### src/design/btlpm_ram.sv
`default_nettype none
module btlpm_ram #(
   parameter int WIDTH = 8,
   parameter int DEPTH = 16
) (
   input  wire logic                     clock,
   input  wire logic                     wr_en,
   input  wire logic [$clog2(DEPTH)-1:0] wr_addr,
   input  wire logic [WIDTH-1:0]         wr_data,
   input  wire logic                     rd_en,
   input  wire logic [$clog2(DEPTH)-1:0] rd_addr,
   output      logic [WIDTH-1:0]         rd_data
);

   logic [WIDTH-1:0] mem_ff [DEPTH];

   always_ff @(posedge clock) begin
      if (wr_en) begin
         mem_ff[wr_addr] <= wr_data;
      end
      if (rd_en) begin
         rd_data <= mem_ff[rd_addr];
      end
   end

endmodule
`default_nettype wire

### config.mk
export PLATFORM = sky130hd
export DESIGN_NAME = btlpm_ram
export DESIGN_NICKNAME = d
export VERILOG_FILES = /design/src/design/btlpm_ram.sv
export SDC_FILE = /design/constraint.sdc
export NUM_CORES = 1
export LEC_CHECK = 0
export ABC_AREA = 0
export BUFFER_PORTS_ARGS = -buffer_cell sky130_fd_sc_hd__buf_4
export CORE_AREA = 10 10 110 112
export DETAILED_ROUTE_END_ITERATION = 16
export DIE_AREA = 0 0 120 122
export PLACE_DENSITY_LB_ADDON = 0.3
export SYNTH_ARGS = -nofsm -noshare
export SYNTH_HDL_FRONTEND = slang
export SYNTH_SLANG_ARGS = --single-unit
### constraint.sdc
create_clock -name clock -period 1.4 [get_ports clock]
set_input_delay 0.07 -clock clock [delete_from_list [all_inputs] [get_ports clock]]
set_output_delay 0.07 -clock clock [all_outputs]
set_load 0.01 [all_outputs]
==> Yosys cells after proc, flatten, opt, wreduce, memory -nomap -nowiden <==
Memory sizes are Yosys's and may differ from the RTL's. A register that Yosys moved wholly into a read port is not among the register bits.
Index checks and enable logic that the tools add are counted.
{ "totals": {"register_bits": 0, "ram_bits": 128, "in_bits": 19, "out_inout_bits": 8, "elab_cells": 3, "memories": 1} }
{ "classes": {"n_mux": 2} }
{ "mem_list": {"columns": ["name", "words", "word_bits", "read_ports", "rd_clocked_by_memory_dff", "wr", "line", "source"], "rows": [
  ["mem_ff", 16, 8, 1, 1, 1, "15", "logic [WIDTH-1:0] mem_ff [DEPTH];"]
]} }
{ "op_table": {"columns": ["operator", "count"], "rows": [
  ["2-to-1 mux 1 bit", 2]
]} }

==> Longest topological paths before layout <==
Gate-level depths: netlist of run 1.
{ "logic_depth": {"word_depth": 2, "ltp_mapped": 5, "ltp_nobuf": 3} }

==> Least setup slack after synthesis of run 1 <==
Ideal clock, no wire load.
{ "synth_path": {"path_type": "input to register", "from": "input port wr_addr[2]", "to": "memory mem_ff[0][0], enable pin", "setup_ps": 383, "arrival_ps": 1180, "required_time_ps": 1017, "slack_ps": -163, "path_stages": 2, "path_buffers": 0, "cell_sequence": "or3b_2 > nor3_1"} }
{ "synth_rtl": {"columns": ["element", "line", "source"], "rows": [
  ["start, declared", "8", "input wire logic [$clog2(DEPTH)-1:0] wr_addr,"],
  ["end, declared", "15", null]
]} }
No word-level cell before the write port.

==> key figures, run 1 <==
Drt
  • DRC marker count from the first detailed-route iteration: about 210
  • Drt via density: between 5 and 6
  • DRC viols: 0
  • Post-route ant nets: 0
  • Via count: about 2500
  • Routed wire per std cell: roughly 22 microns
  • Final WL: roughly 9900 microns
  • DR pass1 iterations: 4

Yosys
  • Synth Area in Adders: 0
  • Syn nets: between 200 and 250
  • Multiplexer share of the synthesized area: 0.148
  • FF+latch count, synth: between 100 and 150
  • Top post-synthesis cells by area: edfxtp_1 78%, mux4_2 7.8%, mux4_1 7.0%, a22oi_1 2.3%, nor2_1 0.93%
  • Xor/xnor cell area share of the yosys netlist: 0
  • Proportion of netlist area held by the largest area contributor: 0.781
  • Compound-cell area share of the yosys netlist: 0.0230
  • Seq/Total Area, Yosys: 0.781
  • Largest family of logic cells by synthesized area: multiplexers
  • Yosys cell types: 18
  • Yosys top cell by area: edfxtp_1
  • Post-synthesis simple-gate area fraction: 0.0314
  • Synth Cell Area: 0.00523 sq mm
  • Number of warnings issued by yosys: 0
  • Syn avg cell area: about 23 sq um
  • Synth Instances: ~230

Layout
  • Area grow syn2layout: 23.2%
  • Fraction of layout cells with a size suffix above 1: 0.388
  • Final std cells w/o fill: roughly 450
  • Finished Cell Area: about 0.0064 sq mm
  • Total Nets Final: around 320
  • Post-layout util: 0.641
  • Ant diodes: 0
  • Filler cell count: between 600 and 700

Timing
  • Crit share post-route: 1.05
  • Peak Freq: around 680 MHz
  • Max-slew violation count: 0
  • Unrepaired setup endpoints after global routing: true
  • Max-Slew Margin vs Limit: 0.377
  • Final worst slack: -0.0763 ns
  • Worst-margin pin slew: approximately 0.93 ns
  • Hold violation count in the final report: 0
  • Tmin final: roughly 1.5 ns
  • Worst Skew: 0.00905 ns
  • # setup viols final: 2

Floorplanning
  • DIE AREA: about 0.015 sq mm
  • Initial Util: 0.520
  • Chip Width: 120 microns
  • Rows: 37
  • Chip Height: ~120 microns
  • Io pins: 27
  • CORE AREA: between 0.01 and 0.015 sq mm

Run status
  • Failing checks: setup timing
  • Status: finished, violations left

Power and ir drop
  • Leakage power: 2.16 nW
  • Pwr Density: around 1400 mW/mm^2
  • Maximum VDD drop: 0.977 mV
  • Final Power: around 9.3 mW

Global routing
  • Vias in the first global route: 2659
  • Pin count of the biggest net entering global routing: 17
  • GRT overflow: 0
  • All-Layer GR Usage: 0.145
  • Initial antenna violation count: 0
  • Global-route wire length before repair: between 15000 and 20000 microns

Worst setup path
  • Data arrival, critical path: 1.73 ns
  • Worst Path Max Fanout: 1
  • WS Path Type: reg2reg
  • Startpoint Class: flop
  • Setup crit end kind: flop
  • CP required: 1.66 ns

Placement
  • DP Area: 0.00578 sq mm
  • Routability cong.: approximately 0.77
  • Placed insts: approximately 410
  • Setup slack at placement: -0.237 ns
  • Hpwl dp: approximately 6400 microns
  • Number of port buffers: 26

Clock tree
  • Inserted Clock Buffers: 17
  • Sink Count: 136
  • Setup bufs post-CTS: 0
  • Root Buffer: clkbuf_8
  • CTS tree: built
  • Clock transition at path regs: ~0.06 ns
  • Clock Tree Buf Depth: 2
  • Number of H-tree levels: 4
  • Skew-Pair Late Insertion Delay: around 0.52 ns

Hold path
  • Worst Hold Class: in2reg

Run
  • Max cap viols: 0
## synth_stat cells
cell               n
a22oi_1           16
and2_1             1
and2b_1            1
buf_2              3
buf_4              1
buf_6              3
clkdlybuf4s25_2    3
edfxtp_1         136
mux4_1            14
mux4_2            18
nand2_1            9
nand2b_1           2
nand3_1            1
nand3b_1           2
nor2_1            13
nor2b_1            1
nor3_1             4
or3b_2             1
## metal layers
layer | part of all wire | track usage | vias up | wire [microns]
met2 | 0.51 | 0.231 | 72 | 5080
met4 | 0.030 | 0.0762 | 0 | 300
met5 | 0 | 0 | - | 0
li1 | - | - | 1114 | -
met1 | 0.41 | 0.175 | 1301 | 4080
met3 | 0.048 | 0.0439 | 20 | 474
## per-stage QoR
step | hold WS, ns | setup TNS [ns]
2_1_floorplan | 0.169 | 0
3_3_place_gp | 0.369 | -0.930
3_5_place_dp | 0.376 | -0.999
4_1_cts | 0.0556 | -0.0338
5_1_grt | 0.0742 | -0.336
6_report | 0.0690 | -0.0872
## registers in the layout (all words and copies together), names as in the netlist
| register | count |
|---|---|
| mem_ff | 128 |
| rd_data | 8 |
## cells in the final DEF, fill, tap and decap left out
master         instances
clkinvlp_4             4
and2b_1                1
nor2_1                13
bufinv_16              2
inv_6                  2
buf_4                 46
edfxtp_1             136
nand3b_1               2
a22oi_1                8
clkbuf_8               1
nand2_1                9
mux4_1                 4
clkinv_2               3
mux4_2                28
nor3_1                 3
nand3_1                1
clkbuf_1               1
and2_1                 1
clkbuf_16             16
dlygate4sd3_1          9
buf_12                 6
nor2b_1                1
nor3_2                 1
or3b_2                 1
clkinv_4               3
nand2b_1               2
a22oi_2                8
## area by class of cell
class	instances	area, sq um	area share
sequential	136	4080	0.634
multi-input combinational	83	1060	0.165
timing repair buffer	61	556	0.0862
clock buffer	18	418	0.0649
tap	136	170	0.0264
clock inverter	14	149	0.0231
## power by group
group | switching (mW) | internal, mW
sequential | 0.0293 | 4.59
combinational | 0.258 | 0.259
clock | 1.61 | 2.54
## cells by family (layout without fill, tap and decap cells)
kind of cell,after synthesis,in the layout
buffers and inverters,10,93
flip-flops,136,136
AO/OA/AOI/OAI,16,16
AND/OR/NAND/NOR,35,35
multiplexers,32,32
## worst paths after layout
kind	from	to	slack, ns	cells after the start
max	mem_ff[10][7]	rd_data[7]	-0.08	3
min	wr_addr[0]	mem_ff[0][7]	0.07	3
max reg2reg	mem_ff[10][7]	rd_data[7]	-0.08	3
min reg2reg	mem_ff[15][4]	rd_data[4]	0.76	3
## critical path: stages, from the launching register on
cell,delay [ns]
edfxtp_1,0.38
mux4_2,0.49
a22oi_2,0.27
nand2_1,0.09
## timing repair
| action | CTS | global route |
|---|---|---|
| endpoints found under the setup margin | 8 | 8 |
| cloned | 0 | 0 |
| resized for setup | 11 | 7 |
| pin swaps | 3 | 0 |
| hold buffers | 9 | 0 |
| endpoints found under the hold margin | 136 | 0 |
Power figures use the tool's default switching activity.
==> run 2, diff against run 1 <==
Settings changed: CORE_AREA 10 10 110 112 to 10 10 126 128, DIE_AREA 0 0 120 122 to 0 0 136 138.
Clock period 1.4 ns to 1.6 ns, I/O delays scaled along.
==> run 2 against run 1 <==
The flow now finishes without violations; sequential power is 13% lower; fmax is 1.9% higher; sequential share of layout area down 0.26 points; wire length is 5.8% higher; count of clock-buffer cells in the layout decreased by 1.
==> key figures, run 2 (synthesized netlist as in run 1, its figures left out) <==
Worst setup path
  • Worst Reg-to-Reg Cells: 3
  • Crit-path cells: mux4_2, a22oi_1, nand2_1
  • RR Endpoint: rd_data[6]
  • WS Path Type: reg2reg
  • Crit path largest cell delay: between 0.4 and 0.5 ns
  • Startpoint Class: flop
  • Setup crit end kind: flop
  • Reg-to-Reg Start: mem_ff[2][6]
  • Data arrival, critical path: 1.60 ns
  • CP required: about 1.8 ns
  • Reg2reg setup slack: 0.15 ns
  • Critical-path top delay cell: mux4_2
  • Worst Path Max Fanout: 1

Clock tree
  • CTS tree: built
  • Inserted Clock Buffers: 17
  • Clock transition at path regs: about 0.05 ns
  • Skew-Pair Late Insertion Delay: between 0.4 and 0.5 ns
  • Clock Tree Buf Depth: 2
  • Setup bufs post-CTS: 0
  • Root Buffer: clkbuf_16
  • Number of H-tree levels: 4
  • Sink Count: between 100 and 150
  • CTS resizes: 0
  • Post-CTS Hold Buffers: 7

Layout
  • Total Nets Final: between 300 and 400
  • Largest Register: mem_ff
  • Commonest non-fill, non-tap cell in the layout: edfxtp_1
  • Fraction of layout cells with a size suffix above 1: 0.324
  • Area grow syn2layout: 23.7%
  • Final std cells w/o fill: between 400 and 500
  • Most frequent cells in the layout: 136 x edfxtp_1, 49 x buf_4, 18 x mux4_2
  • Largest regs: mem_ff: 128 flops, rd_data: 8 flops
  • Finished Cell Area: approximately 0.0065 sq mm
  • Ant diodes: 0
  • Max reg flops: 128

Global routing
  • Vias in the first global route: about 2600
  • All-Layer GR Usage: 0.117
  • Global-route wire length before repair: 16200 microns
  • Initial antenna violation count: 0
  • Most Crowded Layer GR: met2
  • Met2 global-route usage: 0.170
  • Pin count of the biggest net entering global routing: 17
  • GRT met1 Usage: 0.162
  • GR Util met3: 0.0373
  • GRT overflow: 0

Placement
  • Placed insts: between 400 and 500
  • DP Area: 0.00581 sq mm
  • Routability cong.: roughly 0.75
  • Setup slack at placement: between 0.006 and 0.007 ns
  • Number of port buffers: 26
  • Hpwl dp: 7070 microns

Floorplanning
  • Chip Width: approximately 140 microns
  • Chip Height: about 140 microns
  • DIE AREA: approximately 0.019 sq mm
  • Io pins: 27
  • CORE AREA: roughly 0.014 sq mm
  • Initial Util: 0.387
  • Rows: 43

Timing
  • Crit share post-route: 0.905
  • Worst Skew: between 0.008 and 0.009 ns
  • Min Hold Slack: between 0.004 and 0.005 ns
  • Max-slew violation count: 0
  • Hold violation count in the final report: 0
  • Worst-margin pin slew: between 0.4 and 0.5 ns
  • Setup TNS: 0 ns
  • # setup viols final: 0
  • Final worst slack: about 0.15 ns
  • Unrepaired setup endpoints after global routing: false
  • Tmin final: around 1.4 ns
  • Peak Freq: 690 MHz
  • Max-Slew Margin vs Limit: 0.725

Power and ir drop
  • Pwr Density: 1280 mW/mm^2
  • Leakage power: 2.20 nW
  • Maximum VDD drop: roughly 0.76 mV

Hold path
  • Hold Crit Depth: 1
  • HP Start: wr_data[2]
  • Hold Path Sink: mem_ff[4][2]
  • Worst Hold Class: in2reg

Drt
  • Routed wire per std cell: approximately 21 microns
  • DRC marker count from the first detailed-route iteration: 200
  • Final WL: 10500 microns
  • DRC viols: 0
  • Post-route ant nets: 0
  • Via count: roughly 2500
  • Drt via density: around 5.1
  • DR pass1 iterations: 4

Run
  • Max cap viols: 0

Run status
  • Status: finished clean
-- run 2: power by group --
| group | switching [mW] | total (mW) | internal (mW) |
|---|---|---|---|
| Sequential | 0.0232 | 4.04 | 4.02 |
| Combinational | 0.224 | 0.434 | 0.210 |
| Clock | 1.38 | 3.80 | 2.42 |
-- run 2: stage by stage --
step / power [mW] / util
after detailed placement: 4.54 / 0.431
after floorplan: 4.31 / -
final: 8.28 / 0.479
after global placement: 4.53 / 0.431
after global routing: 8.54 / 0.479
after CTS: 8.34 / 0.479
-- run 2: worst max-delay path by stage --
| stage | start | to | slack, ns | cells past startpoint |
|---|---|---|---|---|
| floorplan | wr_addr[2] | mem_ff[0][0] | 0.03 | 2 |
| global placement | rd_addr[0] | rd_data[1] | -0.008 | 5 |
| detailed placement | rd_addr[0] | rd_data[6] | 0.007 | 5 |
| CTS | mem_ff[4][6] | rd_data[6] | 0.13 | 3 |
| global route | mem_ff[1][1] | rd_data[1] | 0.08 | 3 |
| finish | mem_ff[2][6] | rd_data[6] | 0.15 | 3 |
-- run 2: layout make-up --
type / instances / area (sq um)
fillers: 1095 / 7040
flip-flops and latches: 136 / 4080
multi-input cells: 83 / 1060
repair buffers: 60 / 518
clock buffers: 17 / 425
well taps: 180 / 225
clock inverters: 13 / 158
-- run 2: metal layers --
layer,part of all wire,vias to the layer above
li1,-,1118
met1,0.47,1319
met2,0.47,73
met3,0.054,6
met4,0.0071,0
met5,0,-
-- run 2: worst max-delay path, delay by kind of cell, from the launching register on --
kind,cells,cell delay [ns]
mux,1,0.46
flops,1,0.37
compound gates,1,0.26
simple gates,1,0.10
