$ cat src/design/btlpm_pkg.sv
`default_nettype none
package btlpm_pkg;

   localparam int NODE_COUNT = 1024;
   localparam int NODE_BITS  = $clog2(NODE_COUNT);
   localparam int USED_BITS  = NODE_BITS + 1;
   localparam int ADDR_BITS  = 32;
   localparam int IDX_BITS   = $clog2(ADDR_BITS);
   localparam int LEN_BITS   = 6;
   localparam int GATE_BITS  = 8;

   localparam logic [NODE_BITS-1:0] NO_CHILD = '0;

   typedef enum logic {
      ACT_INSERT = 1'b0,
      ACT_LOOKUP = 1'b1
   } action_type;

   typedef struct packed {
      logic                 action;
      logic [ADDR_BITS-1:0] address;
      logic [LEN_BITS-1:0]  prefix_len;
      logic [GATE_BITS-1:0] gate_id;
   } req_type;

   typedef struct packed {
      logic                 status;
      logic                 matched;
      logic [LEN_BITS-1:0]  match_len;
      logic [GATE_BITS-1:0] match_gate;
   } rsp_type;

   typedef struct packed {
      logic [1:0][NODE_BITS-1:0] child;
      logic [GATE_BITS-1:0]      gate;
   } node_type;

   localparam int NODE_WIDTH = $bits(node_type);

   typedef struct packed {
      logic                 bit_sel;
      logic [NODE_BITS-1:0] child;
      logic                 advance;
      logic                 gate_hit;
   } step_type;

   // address bit taken at a given trie depth, top bit first
   function automatic logic addr_bit(input logic [ADDR_BITS-1:0] address,
                                     input logic [LEN_BITS-1:0]  depth);
      logic [IDX_BITS-1:0] idx;
      idx = IDX_BITS'(ADDR_BITS - 1) - depth[IDX_BITS-1:0];
      return address[idx];
   endfunction

endpackage
`default_nettype wire

$ cat src/design/btlpm_step.sv
`default_nettype none
module btlpm_step
   import btlpm_pkg::*;
(
   input  wire node_type             cur,
   input  wire logic [ADDR_BITS-1:0] address,
   input  wire logic [LEN_BITS-1:0]  depth,
   input  wire logic [LEN_BITS-1:0]  limit,
   output      step_type             step
);

   always_comb begin
      step.bit_sel  = addr_bit(address, depth);
      step.child    = cur.child[step.bit_sel];
      step.advance  = (depth < limit) && (step.child != NO_CHILD);
      // the root is never a gate
      step.gate_hit = (depth != '0) && (cur.gate != '0);
   end

endmodule
`default_nettype wire

$ cat config.mk
export PLATFORM = sky130hd
export DESIGN_NAME = btlpm_step
export DESIGN_NICKNAME = d
export VERILOG_FILES = /design/src/design/btlpm_pkg.sv /design/src/design/btlpm_step.sv
export SDC_FILE = /design/constraint.sdc
export NUM_CORES = 1
export LEC_CHECK = 0
export BUFFER_PORTS_ARGS = -buffer_cell sky130_fd_sc_hd__buf_4
export CORE_AREA = 2 2 47 49
export DETAILED_ROUTE_END_ITERATION = 8
export DIE_AREA = 0 0 49 51
export PLACE_DENSITY_LB_ADDON = 0.08
export SETUP_SLACK_MARGIN = 0.1
export SLEW_MARGIN = 20
export SYNTH_ARGS = -nofsm -noshare
export SYNTH_HDL_FRONTEND = slang
export SYNTH_SLANG_ARGS = --single-unit
$ cat constraint.sdc
create_clock -name vclk -period 3.8
set_clock_uncertainty 0.1 [all_clocks]
set_input_delay 0.57 -clock vclk [all_inputs]
set_output_delay 0.57 -clock vclk [all_outputs]
set_load 0.05 [all_outputs]
# After elaboration in Yosys (flattened, before gate mapping)

Cells that the tools add are included.

Add/sub/neg operators: 1
Order comparisons: 3
Muxes and demuxes: 4
Reductions and logical operators: 5

Operator list:

| operator                                                              | count |
|---|---|
| 10-bit 2-to-1 mux                                                     | 2 |
| 10-bit nonzero test                                                   | 1 |
| 8-bit nonzero test                                                    | 1 |
| 5-bit by 6-bit < comparator with 1-bit output (second input constant) | 1 |
| 6-bit < comparator                                                    | 1 |
| 6-bit nonzero test                                                    | 1 |
| 1-bit binary-select mux with 5-bit select                             | 1 |
| 5-bit subtractor (first input constant)                               | 1 |
| 1-bit logical AND                                                     | 2 |
| 1-bit by 2-bit < comparator with 1-bit output (second input constant) | 1 |
| 1-bit 2-to-1 mux                                                      | 1 |

Flip-flop bits (word level): 0
Input bits: 72
Output and inout port bits: 13
Logic and storage cells: 13

# Depth between registers and ports, before layout

Gate-level depths: netlist of the first run.

Depth in word-level cells: 7
Mapped depth: 8
Gate-level depth less buffers: 6

# Least setup slack after synthesis of the first run

Ideal clock, no wire load.

Path kind: input -> output
From: input depth[1]
To: output step[1] (netlist bit)
Arrival time: 2425 ps
Required time: 3130 ps
Path slack: 705 ps
Stages on the path: 8
Buffers on the path: 3
Cells stage by stage: buf_6 -> buf_12 -> mux2i_1 -> a22oi_1 -> nand3_1 -> nand4_2 -> buf_6 -> mux2i_1

RTL lines:

| element            | line            | text |
|---|---|---|
| start: declaration | btlpm_step.sv:7 | `input wire logic [LEN_BITS-1:0] depth,` |
| end: declaration   | btlpm_step.sv:9 | `output step_type step` |

==> flow_metrics.env, run 1 <==
export IMPL_worstPathMaxFanout=18
export IMPL_cts_setup_buffers=0
export IMPL_worst_path_stages=7
export IMPL_setup_worst_path_end_class="primary output"
export IMPL_fp_row_count=17
export IMPL_antenna_cells=0
export IMPL_status="finished, final reports clean"
export IMPL_grt_total_usage_pct=17.2
export IMPL_start_kind="primary input"
export IMPL_drt_wl_total_mm=2.27
export IMPL_dp_hpwl_mm=2.05
export IMPL_die_h_um=51
export IMPL_cpMostUsedCell="buf_4"
export IMPL_grt_pass1_vias=950
export IMPL_fin_ws_ns=0.773
export IMPL_dp_cells=195
export IMPL_syn_area_um2=704
export IMPL_seq_area_frac_synth_pct=0
export IMPL_fin_crit_ns=3.03
export IMPL_p_leak_nw=0.721
export IMPL_dieArea_mm2=0.00250
export IMPL_cp_cell_sequence="buf_4 > mux2i_1 > a22oi_1 > nand3_1 > nand4_2 > mux2_4 > buf_4"
export IMPL_setup_viol=0
export IMPL_cts_hold_buf=0
export IMPL_path_class="in -> out"
export IMPL_syn_nets=162
export IMPL_final_nets=246
export IMPL_drc=0
export IMPL_antenna_left=0
export IMPL_post_route_util_pct=64.7
export IMPL_start_util_pct=34.1
export IMPL_grt_pass1_wl_mm=3.57
export IMPL_timing_hold_violations_final=0
export IMPL_antenna_found_initial=0
export IMPL_synth_warnings=0
export IMPL_relSlewSlack_pct=65.9
export IMPL_peakVddDrop_mv=0.149
export IMPL_drive_gt1_share_pct=59.3
export IMPL_rsz0062_at_grt="no"
export IMPL_clock_fmax_mhz=330
export IMPL_slowest_delay_ns=0.46
export IMPL_first_pass_iters=4
export IMPL_post_route_period_util_pct=79.6
export IMPL_worst_path_max_delay_cell="mux2_4"
export IMPL_instances_no_fill=195
export IMPL_clock_buffers=0
export IMPL_worst_pin_slew_ns=0.511
export IMPL_max_cap_violations=0
export IMPL_port_buffers=85
export IMPL_gp_congestion=0.661
export IMPL_seq_cells=0
export IMPL_overflow=0
export IMPL_drv_slew=0
export IMPL_synth_cell_types=22
export IMPL_power_density_mw_per_mm2=174
export IMPL_grt_max_degree=19
export IMPL_die_w_um=49
export IMPL_wl_per_cell_um=11.7
export IMPL_core_mm2=0.00206
export IMPL_num_vias=956
export IMPL_final_setup_tns_ns=0
export IMPL_avgViaCountPerCell=4.90
export IMPL_crit_start="depth[1]"
export IMPL_arrival_ns=2.36
export IMPL_min_path_cells=3
export IMPL_min_from="cur[21]"
export IMPL_pre_cts_slack_ns=0.748
export IMPL_cts_resized=0
export IMPL_crit_family="multiplexers"
export IMPL_syn_to_final_growth_pct=89.5
export IMPL_hold_class="in -> out"
export IMPL_syn_inst=85
export IMPL_syn_area_per_cell_um2=8.29
export IMPL_cp_num_buf_inv=2
export IMPL_required_ns=3.13
export IMPL_drt_iter0_drc=5
export IMPL_ios=85
export IMPL_register_area_um2=0
Yosys cell counts, types with 3 or more instances:
| cell type | n | area, um^2 |
|---|---|---|
| nand2_1 | 7 | 26.3 |
| inv_1 | 5 | 18.8 |
| a22oi_1 | 5 | 37.5 |
| nor4_1 | 4 | 25.0 |
| a21oi_1 | 6 | 30.0 |
| nor3_1 | 3 | 15.0 |
| mux2i_1 | 17 | 170 |
| nand3_1 | 4 | 20.0 |
| ha_1 | 5 | 62.6 |
| mux2_4 | 8 | 120 |
| nand2b_1 | 3 | 18.8 |
worst paths after layout:
kind / slack, ns / endpoint
max: 0.77 / step[7]
min: 1.43 / step[5]
routing by layer:
metal | vias up | share of wire, % | track usage (%)
li1 | 489 | - | -
met2 | 35 | 58 | 38.8
met1 | 432 | 37 | 17.7
met5 | - | 0 | 0
met3 | 0 | 4.7 | 0.877
met4 | 0 | 0 | 0.476
logic make-up (layout without fill, tap and decap cells):
family	count (synthesis)	after routing	synth area share, %
buffers and inverters	8	90	8.70
AND/OR/NAND/NOR	29	29	23.4
multiplexers	27	27	44.4
adder cells (fa/ha/maj)	5	5	8.88
AO/OA/AOI/OAI	16	16	14.6
layout by cell type, fill, tap and decap left out, types with 4 or more instances in the layout:
| cell type | count |
|---|---|
| a21oi_1 | 6 |
| a22oi_1 | 5 |
| buf_4 | 85 |
| ha_1 | 5 |
| inv_1 | 5 |
| mux2_4 | 8 |
| mux2i_1 | 17 |
| nand2_1 | 7 |
| nand3_1 | 4 |
| nor4_1 | 4 |
power breakdown:
part / leakage, nW / total (mW) / internal (mW) / switching [mW]
registers: 0 / 0 / 0 / 0
clock network: 0 / 0 / 0 / 0
logic: 0.721 / 0.232 / 0.113 / 0.118
per-stage QoR:
step / area (um^2) / hold WS [ns] / total power [mW]
2_1_floorplan: 704 / 1.26 / 0.144
3_3_place_gp: 1340 / 1.43 / 0.230
3_5_place_dp: 1340 / 1.43 / 0.233
4_1_cts: 1340 / 1.43 / 0.233
5_1_grt: 1340 / 1.44 / 0.247
6_report: 1340 / 1.43 / 0.232
layout make-up:
cell class	instances	area, um^2
Timing Repair Buffer	85	638
Tap cell	28	35.0
Fill cell	195	728
Multi-Input combinational cell	77	643
Inverter	5	18.8
Note: power is estimated with default switching activity, not from simulation.
==> inputs of run 2 (changes only) <==
--- a/config.mk
+++ b/config.mk
@@ -5,10 +5,11 @@
 export SDC_FILE = /design/constraint.sdc
 export NUM_CORES = 1
 export LEC_CHECK = 0
+export ABC_AREA = 1
 export BUFFER_PORTS_ARGS = -buffer_cell sky130_fd_sc_hd__buf_4
-export CORE_AREA = 2 2 47 49
+export CORE_AREA = 2 2 49 51
 export DETAILED_ROUTE_END_ITERATION = 8
-export DIE_AREA = 0 0 49 51
+export DIE_AREA = 0 0 51 53
 export PLACE_DENSITY_LB_ADDON = 0.08
 export SETUP_SLACK_MARGIN = 0.1
 export SLEW_MARGIN = 20
==> constraint.sdc (replaced) <==
create_clock -name vclk -period 2.9
set_clock_uncertainty 0.1 [all_clocks]
set_input_delay 0.435 -clock vclk [all_inputs]
set_output_delay 0.435 -clock vclk [all_outputs]
set_load 0.05 [all_outputs]
==> run 2 against run 1 <==
Cell count is 37% higher. Hold slack worse by 0.30 ns. Total power up 54%. Global-route usage is 3.4 points higher. Clock-buffer cell count unchanged.
==> flow_metrics.env, run 2 <==
export IMPL_max_cap_violations=0
export IMPL_cp_endpoint="step[1]"
export IMPL_die_h_um=53
export IMPL_start_util_pct=35.3
export IMPL_start_kind="primary input"
export IMPL_p_leak_nw=0.892
export IMPL_synth_warnings=0
export IMPL_syn_area_um2=758
export IMPL_seq_area_frac_synth_pct=0
export IMPL_grt_max_degree=20
export IMPL_post_route_period_util_pct=91.0
export IMPL_drc=0
export IMPL_grt_pass1_vias=1173
export IMPL_fp_row_count=17
export IMPL_setup_worst_path_end_class="primary output"
export IMPL_timing_hold_violations_final=0
export IMPL_required_ns=2.37
export IMPL_drt_wl_total_mm=2.84
export IMPL_core_mm2=0.00215
export IMPL_path_class="in -> out"
export IMPL_worstPathMaxFanout=19
export IMPL_peakVddDrop_mv=0.226
export IMPL_fill_cells=196
export IMPL_syn_to_final_growth_pct=101
export IMPL_drv_slew=0
export IMPL_avgViaCountPerCell=4.63
export IMPL_rsz0062_at_grt="no"
export IMPL_gp_congestion=0.800
export IMPL_num_vias=1236
export IMPL_power_density_mw_per_mm2=234
export IMPL_antenna_found_initial=0
export IMPL_fin_ws_ns=0.260
export IMPL_syn_area_per_cell_um2=4.89
export IMPL_worst_pin_slew_ns=0.339
export IMPL_synth_cell_types=18
export IMPL_drive_gt1_share_pct=50.6
export IMPL_ios=85
export IMPL_antenna_left=0
export IMPL_first_pass_iters=4
export IMPL_crit_start="depth[0]"
export IMPL_final_common_cell="buf_4"
export IMPL_arrival_ns=2.10
export IMPL_syn_nets=232
export IMPL_grt_pass1_wl_mm=4.51
export IMPL_wl_per_cell_um=10.6
export IMPL_grt_total_usage_pct=20.6
export IMPL_cts_hold_buf=0
export IMPL_antenna_cells=0
export IMPL_final_nets=318
export IMPL_final_setup_tns_ns=0
export IMPL_dieArea_mm2=0.00270
export IMPL_yosysMostFrequentCell="nand2_1"
export IMPL_port_buffers=85
export IMPL_seq_cells=0
export IMPL_synth_area_leaders="nand2_1 (29%), nand3_1 (15%), inv_1 (11%)"
export IMPL_dp_cells=264
export IMPL_clock_fmax_mhz=379
export IMPL_syn_inst=155
export IMPL_clock_buffers=0
export IMPL_setup_viol=0
export IMPL_dp_hpwl_mm=2.40
export IMPL_register_area_um2=0
export IMPL_synth_top_area_share_pct=29.2
export IMPL_instances_no_fill=267
export IMPL_p_total_mw=0.357
export IMPL_pre_cts_slack_ns=0.118
export IMPL_drt_iter0_drc=12
export IMPL_hold_class="in -> out"
export IMPL_overflow=0
export IMPL_synth_largest_area_cell="nand2_1"
export IMPL_multi_input_area_um2=701
export IMPL_relSlewSlack_pct=77.4
export IMPL_fin_crit_ns=2.64
export IMPL_status="finished, final reports clean"
export IMPL_layout_common_cells="buf_4 (87), nand2_1 (47), nand3_1 (22), inv_1 (20), nand2_2 (16)"
export IMPL_die_w_um=51
export IMPL_yosys_top_cells_count="nand2_1 (59), nand3_1 (23), inv_1 (22)"
[run 2: cell count changes after synthesis, moves of 4 or more]
cell	previous run	this run
nand3_1	4	23
mux2_4	8	0
nand2_1	7	59
nor2_1	2	15
a22oi_1	5	1
mux2i_1	17	0
nand2_2	0	10
inv_1	5	22
[run 2: report_power, final]
group          total, mW  switching (mW)  leakage, nW  internal (mW)
clock                  0               0            0              0
combinational      0.357           0.205        0.892          0.152
sequential             0               0            0              0
[run 2: how the worst min path moves through the flow]
stage | to | start | cells past startpoint | slack (ns)
floorplan | step[2] | cur[18] | 2 | 0.94
global placement | step[8] | cur[14] | 4 | 1.13
detailed placement | step[8] | cur[14] | 4 | 1.14
CTS | step[8] | cur[14] | 4 | 1.14
global route | step[8] | cur[14] | 4 | 1.15
finish | step[8] | cur[14] | 4 | 1.13
[run 2: metrics by stage]
stage	hold WS [ns]	utilization [%]	area, um^2
CTS	1.14	67.6	1450
detailed placement	1.14	67.6	1450
global route	1.15	71.1	1530
global placement	1.13	67.6	1450
finish	1.13	71.1	1530
floorplan	0.939	-	825
[run 2: repair_timing]
item                                    CTS  global route
buffers inserted                          0             3
endpoints found under the hold margin     0             0
endpoints found under the setup margin    0             1
gates resized for setup                   0            15
[run 2: kinds of logic after synthesis]
logic type	share of synthesized area [%]
and+or+nand+nor	64.9
buffers and inverters	19.1
AOI/OAI and AO/OA	7.76
adders and majority gates	8.25
[run 2: critical path: stages]
cell and delay [ns]:
buf_16 0.13, inv_8 0.10, nand2_1 0.06, nand3_1 0.06
nand2_1 0.06, a21oi_1 0.16, nor2_2 0.08, nand2_4 0.08
nand2_4 0.06, buf_4 0.18, nand2_1 0.12, nand2_4 0.06
nor2_1 0.11, nand2_2 0.09, nor2_4 0.13, nor2_4 0.05
buf_6 0.15
[run 2: per-layer routing]
layer	track usage, %	part of all wire (%)	routed length, um	vias up
li1	-	-	-	656
met1	23.1	38	1080	532
met2	42.9	55	1560	46
met3	1.69	6.6	186	2
met4	1.80	0.32	9	0
met5	0	0	0	-
[run 2: layout make-up]
class	count	area share, %
inverter	23	6.55
multi-input combinational	127	45.9
tap	28	2.29
timing repair buffer	89	45.3
